===== src/design/differential_drive_mixer_core_defines.svh =====
// Assertion macros for the differential drive mixer.
// Used by the top level only; expects clk_i and rst_ni in scope.
`ifndef DIFFERENTIAL_DRIVE_MIXER_CORE_DEFINES_SVH
`define DIFFERENTIAL_DRIVE_MIXER_CORE_DEFINES_SVH

// same-cycle implication
`define DDM_ASSERT_NOW(label, ante, cons) \
  label: assert property (@(posedge clk_i) disable iff (!rst_ni) (ante) |-> (cons)) \
    else $error("ddm check failed");

// next-cycle implication
`define DDM_ASSERT_NEXT(label, ante, cons) \
  label: assert property (@(posedge clk_i) disable iff (!rst_ni) (ante) |=> (cons)) \
    else $error("ddm check failed");

`endif


===== src/design/ddm_pkg.sv =====
// Shared types, widths and constants of the differential drive mixer.
// No dependencies.
package ddm_pkg;

  localparam int VEL_FRAC_BITS  = 12;
  localparam int GAIN_FRAC_BITS = 12;
  localparam int DEN_SHIFT      = VEL_FRAC_BITS + GAIN_FRAC_BITS;

  localparam int VEL_W  = 16;
  localparam int CFG_W  = 15;
  localparam int GAIN_W = 16;
  localparam int WDATA_W = 16;
  localparam int SPD_W  = 8;

  // |mix| < 2^31 + 2^27
  localparam int MAG_W  = 32;
  localparam int SUM_W  = MAG_W + 2;

  localparam int SPEED_SCALE = 100;
  localparam int SCALE_SQ    = 10000;
  localparam int PROD_P_W    = MAG_W + 7;
  localparam int PROD_R_W    = MAG_W + 14;
  localparam int PA_W        = PROD_P_W - DEN_SHIFT;
  localparam int RA_W        = PROD_R_W - DEN_SHIFT;
  localparam int IA_W        = PA_W;
  localparam int DIV_W       = IA_W + 2;

  // floor(n/3) = (n * RECIP_THIRD) >> RECIP_SHIFT, exact for n < 2^RECIP_SHIFT
  localparam int RECIP_SHIFT = 17;
  localparam int RECIP_THIRD = 43691;
  localparam int RECIP_W     = PA_W + RECIP_SHIFT;

  // deadband: 20*|v| > 2^VEL_FRAC_BITS
  localparam int DB_W  = VEL_W + 6;
  localparam int DB_TH = 1 << VEL_FRAC_BITS;

  // divider: quotient bits, two per step
  localparam int Q_W   = 8;
  localparam int DSH_W = DIV_W + Q_W - 1;
  localparam int QO_W  = 7;

  typedef enum logic [2:0] {
    REG_MIN_LINEAR  = 3'd0,
    REG_MAX_LINEAR  = 3'd1,
    REG_MIN_ANGULAR = 3'd2,
    REG_MAX_ANGULAR = 3'd3,
    REG_TURN_GAIN   = 3'd4
  } cfg_reg_e;

  typedef struct packed {
    logic [CFG_W-1:0]  min_lin;
    logic [CFG_W-1:0]  max_lin;
    logic [CFG_W-1:0]  min_ang;
    logic [CFG_W-1:0]  max_ang;
    logic [GAIN_W-1:0] gain;
  } cfg_t;

  typedef struct packed {
    logic              a_neg;
    logic              b_neg;
    logic              fault;
    logic              rescale;
    logic [QO_W-1:0]   ia;
    logic [QO_W-1:0]   ib;
    logic [RA_W-1:0]   ra;
    logic [RA_W-1:0]   rb;
    logic [DIV_W-1:0]  divisor;
  } job_t;

  typedef struct packed {
    logic full;
    logic empty;
  } q_stat_t;

  typedef struct packed {
    logic busy;
    logic pop;
    logic finish;
  } bk_stat_t;

endpackage


===== src/design/ddm_front.sv =====
// Front pipeline: bounds the commands, mixes them, scales and classifies each beat.
// Depends on ddm_pkg; feeds ddm_queue.
module ddm_front
  import ddm_pkg::*;
(
  input  logic                    clk_i,
  input  logic                    rst_ni,
  input  cfg_t                    cfg_i,
  input  logic                    in_valid_i,
  output logic                    in_ready_o,
  input  logic signed [VEL_W-1:0] lin_i,
  input  logic signed [VEL_W-1:0] ang_i,
  input  logic                    full_i,
  output logic                    push_o,
  output job_t                    job_o
);

  localparam int NSTG = 6;

  function automatic logic signed [VEL_W-1:0] bound_cmd(
    input logic signed [VEL_W-1:0] v,
    input logic [CFG_W-1:0]        lo,
    input logic [CFG_W-1:0]        hi
  );
    logic [VEL_W:0]          mag;
    logic [DB_W-1:0]         mag20;
    logic [VEL_W-1:0]        lim;
    logic                    clip;
    logic signed [VEL_W-1:0] res;
    mag   = v[VEL_W-1] ? ((VEL_W+1)'(0) - {v[VEL_W-1], v}) : {1'b0, v};
    mag20 = DB_W'({mag, 4'b0}) + DB_W'({mag, 2'b0});
    clip  = 1'b0;
    lim   = '0;
    if (mag20 > DB_W'(DB_TH)) begin
      if (mag < (VEL_W+1)'(lo)) begin
        clip = 1'b1;
        lim  = VEL_W'(lo);
      end else if (mag > (VEL_W+1)'(hi)) begin
        clip = 1'b1;
        lim  = VEL_W'(hi);
      end
    end
    if (!clip) res = v;
    else if (v[VEL_W-1]) res = VEL_W'(0) - lim;
    else res = lim;
    return res;
  endfunction

  logic [NSTG-1:0] vld_q, vld_d;
  logic            en;

  logic signed [VEL_W-1:0] x1_q, z1_q;
  logic                    f1_q;
  logic signed [VEL_W-1:0] x2_q;
  logic signed [MAG_W:0]   zg2_q;
  logic                    f2_q;
  logic signed [SUM_W-1:0] a3_q, b3_q;
  logic                    f3_q;
  logic [MAG_W-1:0]        ma4_q, mb4_q;
  logic                    an4_q, bn4_q, f4_q;
  logic [PA_W-1:0]         pa5_q, pb5_q;
  logic [RA_W-1:0]         ra5_q, rb5_q;
  logic                    an5_q, bn5_q, f5_q;
  logic [IA_W-1:0]         ia6_q, ib6_q;
  logic [RA_W-1:0]         ra6_q, rb6_q;
  logic                    an6_q, bn6_q, f6_q;

  logic                    fl, fa;
  logic signed [MAG_W:0]   zg;
  logic signed [SUM_W-1:0] xs_e, zg_e;
  logic [PROD_P_W-1:0]     prod_pa, prod_pb;
  logic [PROD_R_W-1:0]     prod_ra, prod_rb;
  logic [RECIP_W-1:0]      prod_ta, prod_tb;
  logic [IA_W-1:0]         top;

  assign en         = !vld_q[NSTG-1] || !full_i;
  assign in_ready_o = en;
  assign push_o     = vld_q[NSTG-1] && !full_i;
  assign vld_d      = {vld_q[NSTG-2:0], in_valid_i};

  assign fl = cfg_i.min_lin > cfg_i.max_lin;
  assign fa = cfg_i.min_ang > cfg_i.max_ang;
  assign zg = $signed(z1_q) * $signed({1'b0, cfg_i.gain});
  assign xs_e = {{(SUM_W-VEL_W-GAIN_FRAC_BITS){x2_q[VEL_W-1]}}, x2_q,
                 {GAIN_FRAC_BITS{1'b0}}};
  assign zg_e = {{(SUM_W-MAG_W-1){zg2_q[MAG_W]}}, zg2_q};

  assign prod_pa = PROD_P_W'(ma4_q) * PROD_P_W'(SPEED_SCALE);
  assign prod_pb = PROD_P_W'(mb4_q) * PROD_P_W'(SPEED_SCALE);
  assign prod_ra = PROD_R_W'(ma4_q) * PROD_R_W'(SCALE_SQ);
  assign prod_rb = PROD_R_W'(mb4_q) * PROD_R_W'(SCALE_SQ);
  assign prod_ta = RECIP_W'(pa5_q) * RECIP_W'(RECIP_THIRD);
  assign prod_tb = RECIP_W'(pb5_q) * RECIP_W'(RECIP_THIRD);

  always_ff @(posedge clk_i or negedge rst_ni) begin
    if (!rst_ni) begin
      vld_q <= '0;
    end else if (en) begin
      vld_q <= vld_d;
    end
  end

  always_ff @(posedge clk_i) begin
    if (en) begin
      x1_q  <= fl ? '0 : bound_cmd(lin_i, cfg_i.min_lin, cfg_i.max_lin);
      z1_q  <= fa ? '0 : bound_cmd(ang_i, cfg_i.min_ang, cfg_i.max_ang);
      f1_q  <= fl || fa;
      x2_q  <= x1_q;
      zg2_q <= zg;
      f2_q  <= f1_q;
      a3_q  <= SUM_W'(0) - xs_e - zg_e;
      b3_q  <= zg_e - xs_e;
      f3_q  <= f2_q;
      an4_q <= a3_q[SUM_W-1];
      bn4_q <= b3_q[SUM_W-1];
      ma4_q <= a3_q[SUM_W-1] ? MAG_W'(SUM_W'(0) - a3_q) : MAG_W'(a3_q);
      mb4_q <= b3_q[SUM_W-1] ? MAG_W'(SUM_W'(0) - b3_q) : MAG_W'(b3_q);
      f4_q  <= f3_q;
      pa5_q <= prod_pa[PROD_P_W-1:DEN_SHIFT];
      pb5_q <= prod_pb[PROD_P_W-1:DEN_SHIFT];
      ra5_q <= prod_ra[PROD_R_W-1:DEN_SHIFT];
      rb5_q <= prod_rb[PROD_R_W-1:DEN_SHIFT];
      an5_q <= an4_q;
      bn5_q <= bn4_q;
      f5_q  <= f4_q;
      ia6_q <= prod_ta[RECIP_W-1:RECIP_SHIFT];
      ib6_q <= prod_tb[RECIP_W-1:RECIP_SHIFT];
      ra6_q <= ra5_q;
      rb6_q <= rb5_q;
      an6_q <= an5_q;
      bn6_q <= bn5_q;
      f6_q  <= f5_q;
    end
  end

  always_comb begin
    top           = (ia6_q > ib6_q) ? ia6_q : ib6_q;
    job_o.a_neg   = an6_q;
    job_o.b_neg   = bn6_q;
    job_o.fault   = f6_q;
    job_o.rescale = top > IA_W'(SPEED_SCALE);
    job_o.ia      = ia6_q[QO_W-1:0];
    job_o.ib      = ib6_q[QO_W-1:0];
    job_o.ra      = ra6_q;
    job_o.rb      = rb6_q;
    job_o.divisor = DIV_W'({top, 1'b0}) + DIV_W'(top);
  end

endmodule


===== src/design/ddm_queue.sv =====
// Job queue between the front pipeline and the back end.
// Depends on ddm_pkg.
module ddm_queue
  import ddm_pkg::*;
#(
  parameter int DEPTH = 4
) (
  input  logic    clk_i,
  input  logic    rst_ni,
  input  logic    push_i,
  input  job_t    push_job_i,
  input  logic    pop_i,
  output job_t    head_o,
  output q_stat_t stat_o
);

  localparam int PTR_W = (DEPTH > 1) ? $clog2(DEPTH) : 1;
  localparam int CNT_W = $clog2(DEPTH + 1);

  job_t             mem_q [DEPTH];
  logic [PTR_W-1:0] wr_q, rd_q;
  logic [CNT_W-1:0] cnt_q;

  assign head_o       = mem_q[rd_q];
  assign stat_o.full  = cnt_q == CNT_W'(DEPTH);
  assign stat_o.empty = cnt_q == '0;

  always_ff @(posedge clk_i or negedge rst_ni) begin
    if (!rst_ni) begin
      wr_q  <= '0;
      rd_q  <= '0;
      cnt_q <= '0;
    end else begin
      if (push_i) wr_q <= (wr_q == PTR_W'(DEPTH - 1)) ? '0 : wr_q + 1'b1;
      if (pop_i)  rd_q <= (rd_q == PTR_W'(DEPTH - 1)) ? '0 : rd_q + 1'b1;
      if (push_i && !pop_i) cnt_q <= cnt_q + 1'b1;
      else if (pop_i && !push_i) cnt_q <= cnt_q - 1'b1;
    end
  end

  always_ff @(posedge clk_i) begin
    if (push_i) mem_q[wr_q] <= push_job_i;
  end

endmodule


===== src/design/ddm_back.sv =====
// Back end: rescale divider (two quotient bits per cycle; a busy output holds
// its last step) and output register. Depends on ddm_pkg; pops ddm_queue jobs.
module ddm_back
  import ddm_pkg::*;
(
  input  logic              clk_i,
  input  logic              rst_ni,
  input  job_t              head_i,
  input  logic              empty_i,
  output logic              pop_o,
  output bk_stat_t          stat_o,
  output logic              out_valid_o,
  input  logic              out_ready_i,
  output logic [SPD_W-1:0]  spd_a_o,
  output logic [SPD_W-1:0]  spd_b_o,
  output logic              fault_o
);

  function automatic logic [RA_W+1:0] div_step(
    input logic [RA_W-1:0]  rem,
    input logic [DSH_W-1:0] dsh
  );
    logic [DSH_W-1:0] r0, r1, r2, d1;
    logic             b1, b0;
    r0 = DSH_W'(rem);
    d1 = dsh >> 1;
    b1 = r0 >= dsh;
    r1 = b1 ? r0 - dsh : r0;
    b0 = r1 >= d1;
    r2 = b0 ? r1 - d1 : r1;
    return {RA_W'(r2), b1, b0};
  endfunction

  logic              busy_q, busy_d;
  logic [1:0]        cnt_q;
  logic [RA_W-1:0]   rem_a_q, rem_b_q;
  logic [DSH_W-1:0]  dsh_q;
  logic [Q_W-1:0]    qa_q, qb_q;
  logic              an_q, bn_q, f_q;
  logic              ov_q;
  logic [SPD_W-1:0]  oa_q, ob_q;
  logic              of_q;

  logic              out_free, finish, step_en, load;
  logic [RA_W+1:0]   sa, sb;
  logic [Q_W-1:0]    qa_fin, qb_fin;

  assign out_free = !ov_q || out_ready_i;
  assign finish   = busy_q && (cnt_q == 2'd3) && out_free;
  assign step_en  = busy_q && ((cnt_q != 2'd3) || out_free);
  assign pop_o    = !empty_i && (head_i.rescale ? (!busy_q || finish)
                                                : (!busy_q && out_free));
  assign load     = pop_o && head_i.rescale;
  assign busy_d   = load ? 1'b1 : (finish ? 1'b0 : busy_q);

  assign sa     = div_step(rem_a_q, dsh_q);
  assign sb     = div_step(rem_b_q, dsh_q);
  assign qa_fin = {qa_q[Q_W-3:0], sa[1:0]};
  assign qb_fin = {qb_q[Q_W-3:0], sb[1:0]};

  assign stat_o.busy   = busy_q;
  assign stat_o.pop    = pop_o;
  assign stat_o.finish = finish;

  assign out_valid_o = ov_q;
  assign spd_a_o     = oa_q;
  assign spd_b_o     = ob_q;
  assign fault_o     = of_q;

  always_ff @(posedge clk_i or negedge rst_ni) begin
    if (!rst_ni) begin
      busy_q <= 1'b0;
      cnt_q  <= '0;
      ov_q   <= 1'b0;
    end else begin
      busy_q <= busy_d;
      if (load) cnt_q <= '0;
      else if (step_en) cnt_q <= cnt_q + 1'b1;
      if (finish || (pop_o && !head_i.rescale)) ov_q <= 1'b1;
      else if (out_ready_i) ov_q <= 1'b0;
    end
  end

  always_ff @(posedge clk_i) begin
    if (load) begin
      rem_a_q <= head_i.ra;
      rem_b_q <= head_i.rb;
      dsh_q   <= DSH_W'(head_i.divisor) << (Q_W - 1);
      qa_q    <= '0;
      qb_q    <= '0;
      an_q    <= head_i.a_neg;
      bn_q    <= head_i.b_neg;
      f_q     <= head_i.fault;
    end else if (step_en) begin
      rem_a_q <= sa[RA_W+1:2];
      rem_b_q <= sb[RA_W+1:2];
      dsh_q   <= dsh_q >> 2;
      qa_q    <= qa_fin;
      qb_q    <= qb_fin;
    end
    if (finish) begin
      oa_q <= an_q ? SPD_W'(0) - SPD_W'(qa_fin) : SPD_W'(qa_fin);
      ob_q <= bn_q ? SPD_W'(0) - SPD_W'(qb_fin) : SPD_W'(qb_fin);
      of_q <= f_q;
    end else if (pop_o && !head_i.rescale) begin
      oa_q <= head_i.a_neg ? SPD_W'(0) - SPD_W'(head_i.ia) : SPD_W'(head_i.ia);
      ob_q <= head_i.b_neg ? SPD_W'(0) - SPD_W'(head_i.ib) : SPD_W'(head_i.ib);
      of_q <= head_i.fault;
    end
  end

endmodule


===== src/design/differential_drive_mixer_core.sv =====
// Differential drive mixer top: config registers, front pipeline, job queue, back end.
// Each beat passes the front pipeline, job queue and output register, a rescale beat also
// the divider. Throughput: one beat per cycle for plain beats while the output is ready
// and no divide runs; a rescale beat holds the divider; the next one loads as it finishes.
// Reset (async, active low) empties pipeline, queue and output; config regs go to defaults.
`include "differential_drive_mixer_core_defines.svh"
module differential_drive_mixer_core
  import ddm_pkg::*;
#(
  parameter int FIFO_DEPTH = 4
) (
  input  logic                clk_i,
  input  logic                rst_ni,
  input  logic                cfg_valid_i,
  output logic                cfg_ready_o,
  input  logic [2:0]          cfg_addr_i,
  input  logic [WDATA_W-1:0]  cfg_wdata_i,
  input  logic                s_axis_tvalid,
  output logic                s_axis_tready,
  input  logic [31:0]         s_axis_tdata,   // linear_velocity, angular_velocity
  output logic                m_axis_tvalid,
  input  logic                m_axis_tready,
  output logic [15:0]         m_axis_tdata,   // motor_a_speed, motor_b_speed
  output logic                m_axis_tuser    // range_fault
);

  cfg_t     cfg_q;
  logic     push, pop;
  job_t     push_job, q_head;
  q_stat_t  q_stat;
  bk_stat_t bk_stat;
  logic     spd_in_range;

  assign cfg_ready_o = 1'b1;

  always_ff @(posedge clk_i or negedge rst_ni) begin
    if (!rst_ni) begin
      cfg_q.min_lin <= CFG_W'(0);
      cfg_q.max_lin <= CFG_W'(4096);
      cfg_q.min_ang <= CFG_W'(0);
      cfg_q.max_ang <= CFG_W'(4096);
      cfg_q.gain    <= GAIN_W'(12288);
    end else if (cfg_valid_i) begin
      case (cfg_addr_i)
        REG_MIN_LINEAR:  cfg_q.min_lin <= cfg_wdata_i[CFG_W-1:0];
        REG_MAX_LINEAR:  cfg_q.max_lin <= cfg_wdata_i[CFG_W-1:0];
        REG_MIN_ANGULAR: cfg_q.min_ang <= cfg_wdata_i[CFG_W-1:0];
        REG_MAX_ANGULAR: cfg_q.max_ang <= cfg_wdata_i[CFG_W-1:0];
        REG_TURN_GAIN:   cfg_q.gain    <= cfg_wdata_i[GAIN_W-1:0];
        default: ;
      endcase
    end
  end

  ddm_front u_front (
    .clk_i      (clk_i),
    .rst_ni     (rst_ni),
    .cfg_i      (cfg_q),
    .in_valid_i (s_axis_tvalid),
    .in_ready_o (s_axis_tready),
    .lin_i      (s_axis_tdata[15:0]),
    .ang_i      (s_axis_tdata[31:16]),
    .full_i     (q_stat.full),
    .push_o     (push),
    .job_o      (push_job)
  );

  ddm_queue #(
    .DEPTH (FIFO_DEPTH)
  ) u_queue (
    .clk_i      (clk_i),
    .rst_ni     (rst_ni),
    .push_i     (push),
    .push_job_i (push_job),
    .pop_i      (pop),
    .head_o     (q_head),
    .stat_o     (q_stat)
  );

  ddm_back u_back (
    .clk_i       (clk_i),
    .rst_ni      (rst_ni),
    .head_i      (q_head),
    .empty_i     (q_stat.empty),
    .pop_o       (pop),
    .stat_o      (bk_stat),
    .out_valid_o (m_axis_tvalid),
    .out_ready_i (m_axis_tready),
    .spd_a_o     (m_axis_tdata[7:0]),
    .spd_b_o     (m_axis_tdata[15:8]),
    .fault_o     (m_axis_tuser)
  );

  assign spd_in_range = ($signed(m_axis_tdata[7:0]) <= 8'sd100) &&
                        ($signed(m_axis_tdata[7:0]) >= -8'sd100) &&
                        ($signed(m_axis_tdata[15:8]) <= 8'sd100) &&
                        ($signed(m_axis_tdata[15:8]) >= -8'sd100);

  `DDM_ASSERT_NOW(a_spd_range, m_axis_tvalid, spd_in_range)
  `DDM_ASSERT_NOW(a_pop_nonempty, bk_stat.pop, !q_stat.empty)
  `DDM_ASSERT_NOW(a_busy_pop_rescale, bk_stat.pop && bk_stat.busy, q_head.rescale)
  `DDM_ASSERT_NEXT(a_finish_out, bk_stat.finish, m_axis_tvalid)

endmodule

===== config.mk =====
export PLATFORM = sky130hd
export DESIGN_NAME = differential_drive_mixer_core
export DESIGN_NICKNAME = d
export VERILOG_FILES = /design/src/design/ddm_pkg.sv /design/src/design/ddm_front.sv /design/src/design/ddm_queue.sv /design/src/design/ddm_back.sv /design/src/design/differential_drive_mixer_core.sv
export VERILOG_INCLUDE_DIRS = /design/src /design/src/design
export SDC_FILE = /design/constraint.sdc
export NUM_CORES = 2
export LEC_CHECK = 0
export BUFFER_PORTS_ARGS = -buffer_cell sky130_fd_sc_hd__clkbuf_2
export CORE_MARGIN = 4
export CORE_UTILIZATION = 45
export DETAILED_ROUTE_END_ITERATION = 8
export GPL_TIMING_DRIVEN = 0
export PLACE_DENSITY = 0.6
export SETUP_SLACK_MARGIN = 0.5
export SLEW_MARGIN = 15
export SYNTH_ARGS = -nofsm -noshare
export SYNTH_HDL_FRONTEND = slang
export SYNTH_SLANG_ARGS = --single-unit

===== constraint.sdc =====
create_clock -name clk_i -period 11.5 [get_ports clk_i]
set_input_delay 0.575 -clock clk_i [delete_from_list [all_inputs] [get_ports clk_i]]
set_output_delay 0.575 -clock clk_i [all_outputs]
set_load 0.05 [all_outputs]

==> impl_metrics.tcl <==
set metrics [dict create \
    drt_pre_antenna_iters 5 \
    synth_top_cell_by_area "edfxtp_1" \
    ys_seq_area_share_pct 32.9 \
    hold_path_class "in2reg" \
    hp-start "s_axis_tvalid" \
    cpMostUsedCell "o21ai_0" \
    yosys-top-cells-area "edfxtp_1 (29%), ha_1 (18%), fa_1 (14%)" \
    dieHeight_microns 423 \
    cts_max_path_buffers 3 \
    synth-seq-cells 871 \
    viasPerCell 5.27 \
    slew_violations 0 \
    dpl_cell_area_sq_um 81100 \
    antenna_cells 0 \
    drive_above_1_share_pct 5.75 \
    fp.dieW_microns 423 \
    final_nets 9231 \
    timing.rr.start "u_back.dsh_q[15]$_DFFE_PP_" \
    cts_inserted_buffers 93 \
    path_class "reg2reg" \
    wirelength_mm 184 \
    core_area_sq_um 172000 \
    rsz0062_at_grt "no" \
    fmax_mhz 97.8 \
    synthTopCellsByCount "inv_1 (1433), ha_1 (1091), edfxtp_1 (759)" \
    netlist_area_sq_um 77500 \
    num_rows 152 \
    grt_pass1_wl_mm 297 \
    grt-ovfl-total 0 \
    synthToLayoutAreaGrowth_pct 8.43 \
    synth_async_sr_flop_share_pct 10.7 \
    synth_most_common_cell "inv_1" \
    hold_violations 0 \
    rr_worst_depth 28 \
    insertion_delay_ns 0.72 \
    start_util_pct 45.2 \
    cts_resized 0 \
    whs_ns 0.0962 \
    port_buffers 64 \
    ios 76 \
    crit_path_max_incr_delay_ns 0.99 \
    synth-edff-count 759 \
    end_kind "register" \
    arrival_ns 10.67 \
    drc 0 \
    htreeDepth 3 \
    antenna_found_initial 3 \
    avgRoutedWirePerCell_microns 18.6 \
    timing.rr.end "u_back.spd_b_o[1]$_DFFE_PP_" \
    worstHoldEndpoint "u_front.vld_q[0]$_DFFE_PN0P_" \
    cts.sinks 871 \
    period_needed_ns 10.22 \
    timing.reg2reg.setup_slack_ns 1.28 \
    yosysWarnings 0 \
    relSlewSlack_pct 23.0 \
    start_kind "register" \
    dpl.hpwl_mm 149 \
    fin_area_sq_um 84100 \
    avgSynthCellArea_sq_um 10.5 \
    netlist_instances 7368 \
    whs_path_depth 2 \
    place.gp.congestion 0.940 \
    status "complete, no violations" \
    cts-root-buf "clkbuf_16" \
    worstPathRequired_ns 11.95 \
    track_usage_pct 20.8 \
    cp_slowest_cell "o21ai_0" \
    maxCapViolations 0 \
    ant_nets 0 \
    critPathBufInv 6 \
    drt_iter0_drc 2814 \
    fin_crit_sh_pct 88.9 \
    crit_family "compound AO/OA/AOI/OAI gates" \
    finalSetupViolCount 0 \
    synth_ff_type "edfxtp_1" \
    grt_max_degree 122 \
    crit_fanout 10 \
    finalClockSkew_ns 0.0428 \
    ys_types 97 \
    grt_pass1_vias 54300 \
    vias 52200 \
    netlist.area_leader.share_pct 29.4 \
    tightest_slew_ns 1.14 \
    cts.reportedPaths.clkPinSlew_ns 0.06 \
    tritoncts "yes" \
    die-area_sq_um 179000 \
]
cells in the final DEF (no fill, tap or decap), types with 100 or more instances in the layout:
cell type and n:
a21o_1 108, fa_1 545, nor3_1 100, a21oi_1 302, o21ai_0 280, clkbuf_1 138
and2_1 132, nand2_1 473, nor2_1 329, xnor2_1 284, xor2_1 104, ha_1 1091
edfxtp_1 759, inv_1 1432
routing by layer:
layer  routed length, microns  track usage [%]  share of wire, %  vias up
met5                        7                0            0.0038        -
met4                     6760             7.06               3.7        2
met3                     6050             2.11               3.3      290
li1                         -                -                 -    25500
met2                    93300             37.5                51      918
met1                    78000             25.9                42    25500
worst max-delay path by stage:
stage	from	endpoint	slack [ns]	cells after the start
final	u_back.dsh_q[15]$_DFFE_PP_	u_back.spd_b_o[1]$_DFFE_PP_	1.28	28
after global routing	u_back.dsh_q[13]$_DFFE_PP_	u_back.spd_b_o[1]$_DFFE_PP_	1.02	28
after CTS	u_back.dsh_q[15]$_DFFE_PP_	u_back.spd_b_o[1]$_DFFE_PP_	1.24	28
after floorplan	u_queue.cnt_q[0]$_DFFE_PN0P_	u_front.a3_q[10]$_DFFE_PP_	2.62	4
after detailed placement	u_back.dsh_q[15]$_DFFE_PP_	u_back.spd_b_o[1]$_DFFE_PP_	1.25	28
after global placement	u_queue.cnt_q[0]$_DFFE_PN0P_	s_axis_tready	-1.48	5
stage by stage:
step	setup TNS, ns	setup slack, ns	utilization, %	cells
floorplan	0	2.62	-	7369
global placement	-108.67	-1.48	47.1	9743
detailed placement	0	1.25	47.3	9753
CTS	0	1.24	49.0	9915
global route	0	1.02	49.0	9915
finish	0	1.28	49.0	9915
cell type report:
class	instances	area, sq um
buffer	154	607
clock buffer	108	2410
clock inverter	53	576
fill	15800	87500
inverter	1439	5410
multi-input combinational	4905	46100
sequential	871	25500
tap	2310	2890
timing repair buffer	75	602
what timing repair did:
action,4_1_cts,5_1_grt
buffers inserted,0,0
hold buffers,1,0
hold endpoints to repair,17,0
sequential cells by signal (all words and copies together) (netlist names), 8 cells and up:
| register | flops |
|---|---|
| u_front.z1_q | 16 |
| u_front.pb5_q | 15 |
| cfg_q | 76 |
| u_back.rem_b_q | 22 |
| u_front.ib6_q | 14 |
| u_back.dsh_q | 23 |
| u_front.x2_q | 16 |
| u_front.rb6_q | 22 |
| u_front.a3_q | 32 |
| u_front.mb4_q | 32 |
| u_front.ma4_q | 31 |
| u_front.rb5_q | 22 |
| u_front.ra6_q | 22 |
| u_front.x1_q | 16 |
| u_back.spd_b_o | 8 |
| u_back.rem_a_q | 22 |
| u_back.spd_a_o | 8 |
| u_front.ra5_q | 22 |
| u_queue.mem_q | 312 |
| u_front.zg2_q | 33 |
| u_front.b3_q | 33 |
| u_front.pa5_q | 15 |
| u_front.ia6_q | 14 |
worst register-to-register path: cells and delay by family, from the launching register on:
| family | cells | cell delay, ns |
|---|---|---|
| buffers and inverters | 6 | 2.41 |
| adder cells (fa/ha/maj) | 4 | 1.33 |
| flip-flops | 1 | 0.36 |
| AND/OR/NAND/NOR | 7 | 1.90 |
| AO/OA/AOI/OAI | 11 | 3.95 |
logic make-up after synthesis:
family          after synthesis  share of synthesized area, %
xor+xnor                    389                          4.42
compound gates             1147                          9.53
simple gates               1511                          9.51
buf+inv                    1593                          7.75
flops                       871                          32.9
mux                         218                          4.20
other cells                   2                       0.00969
fa+ha+maj                  1637                          31.7
Power is not shown: default switching activity piles up to over one toggle a cycle in this logic, so the estimate is an artifact.
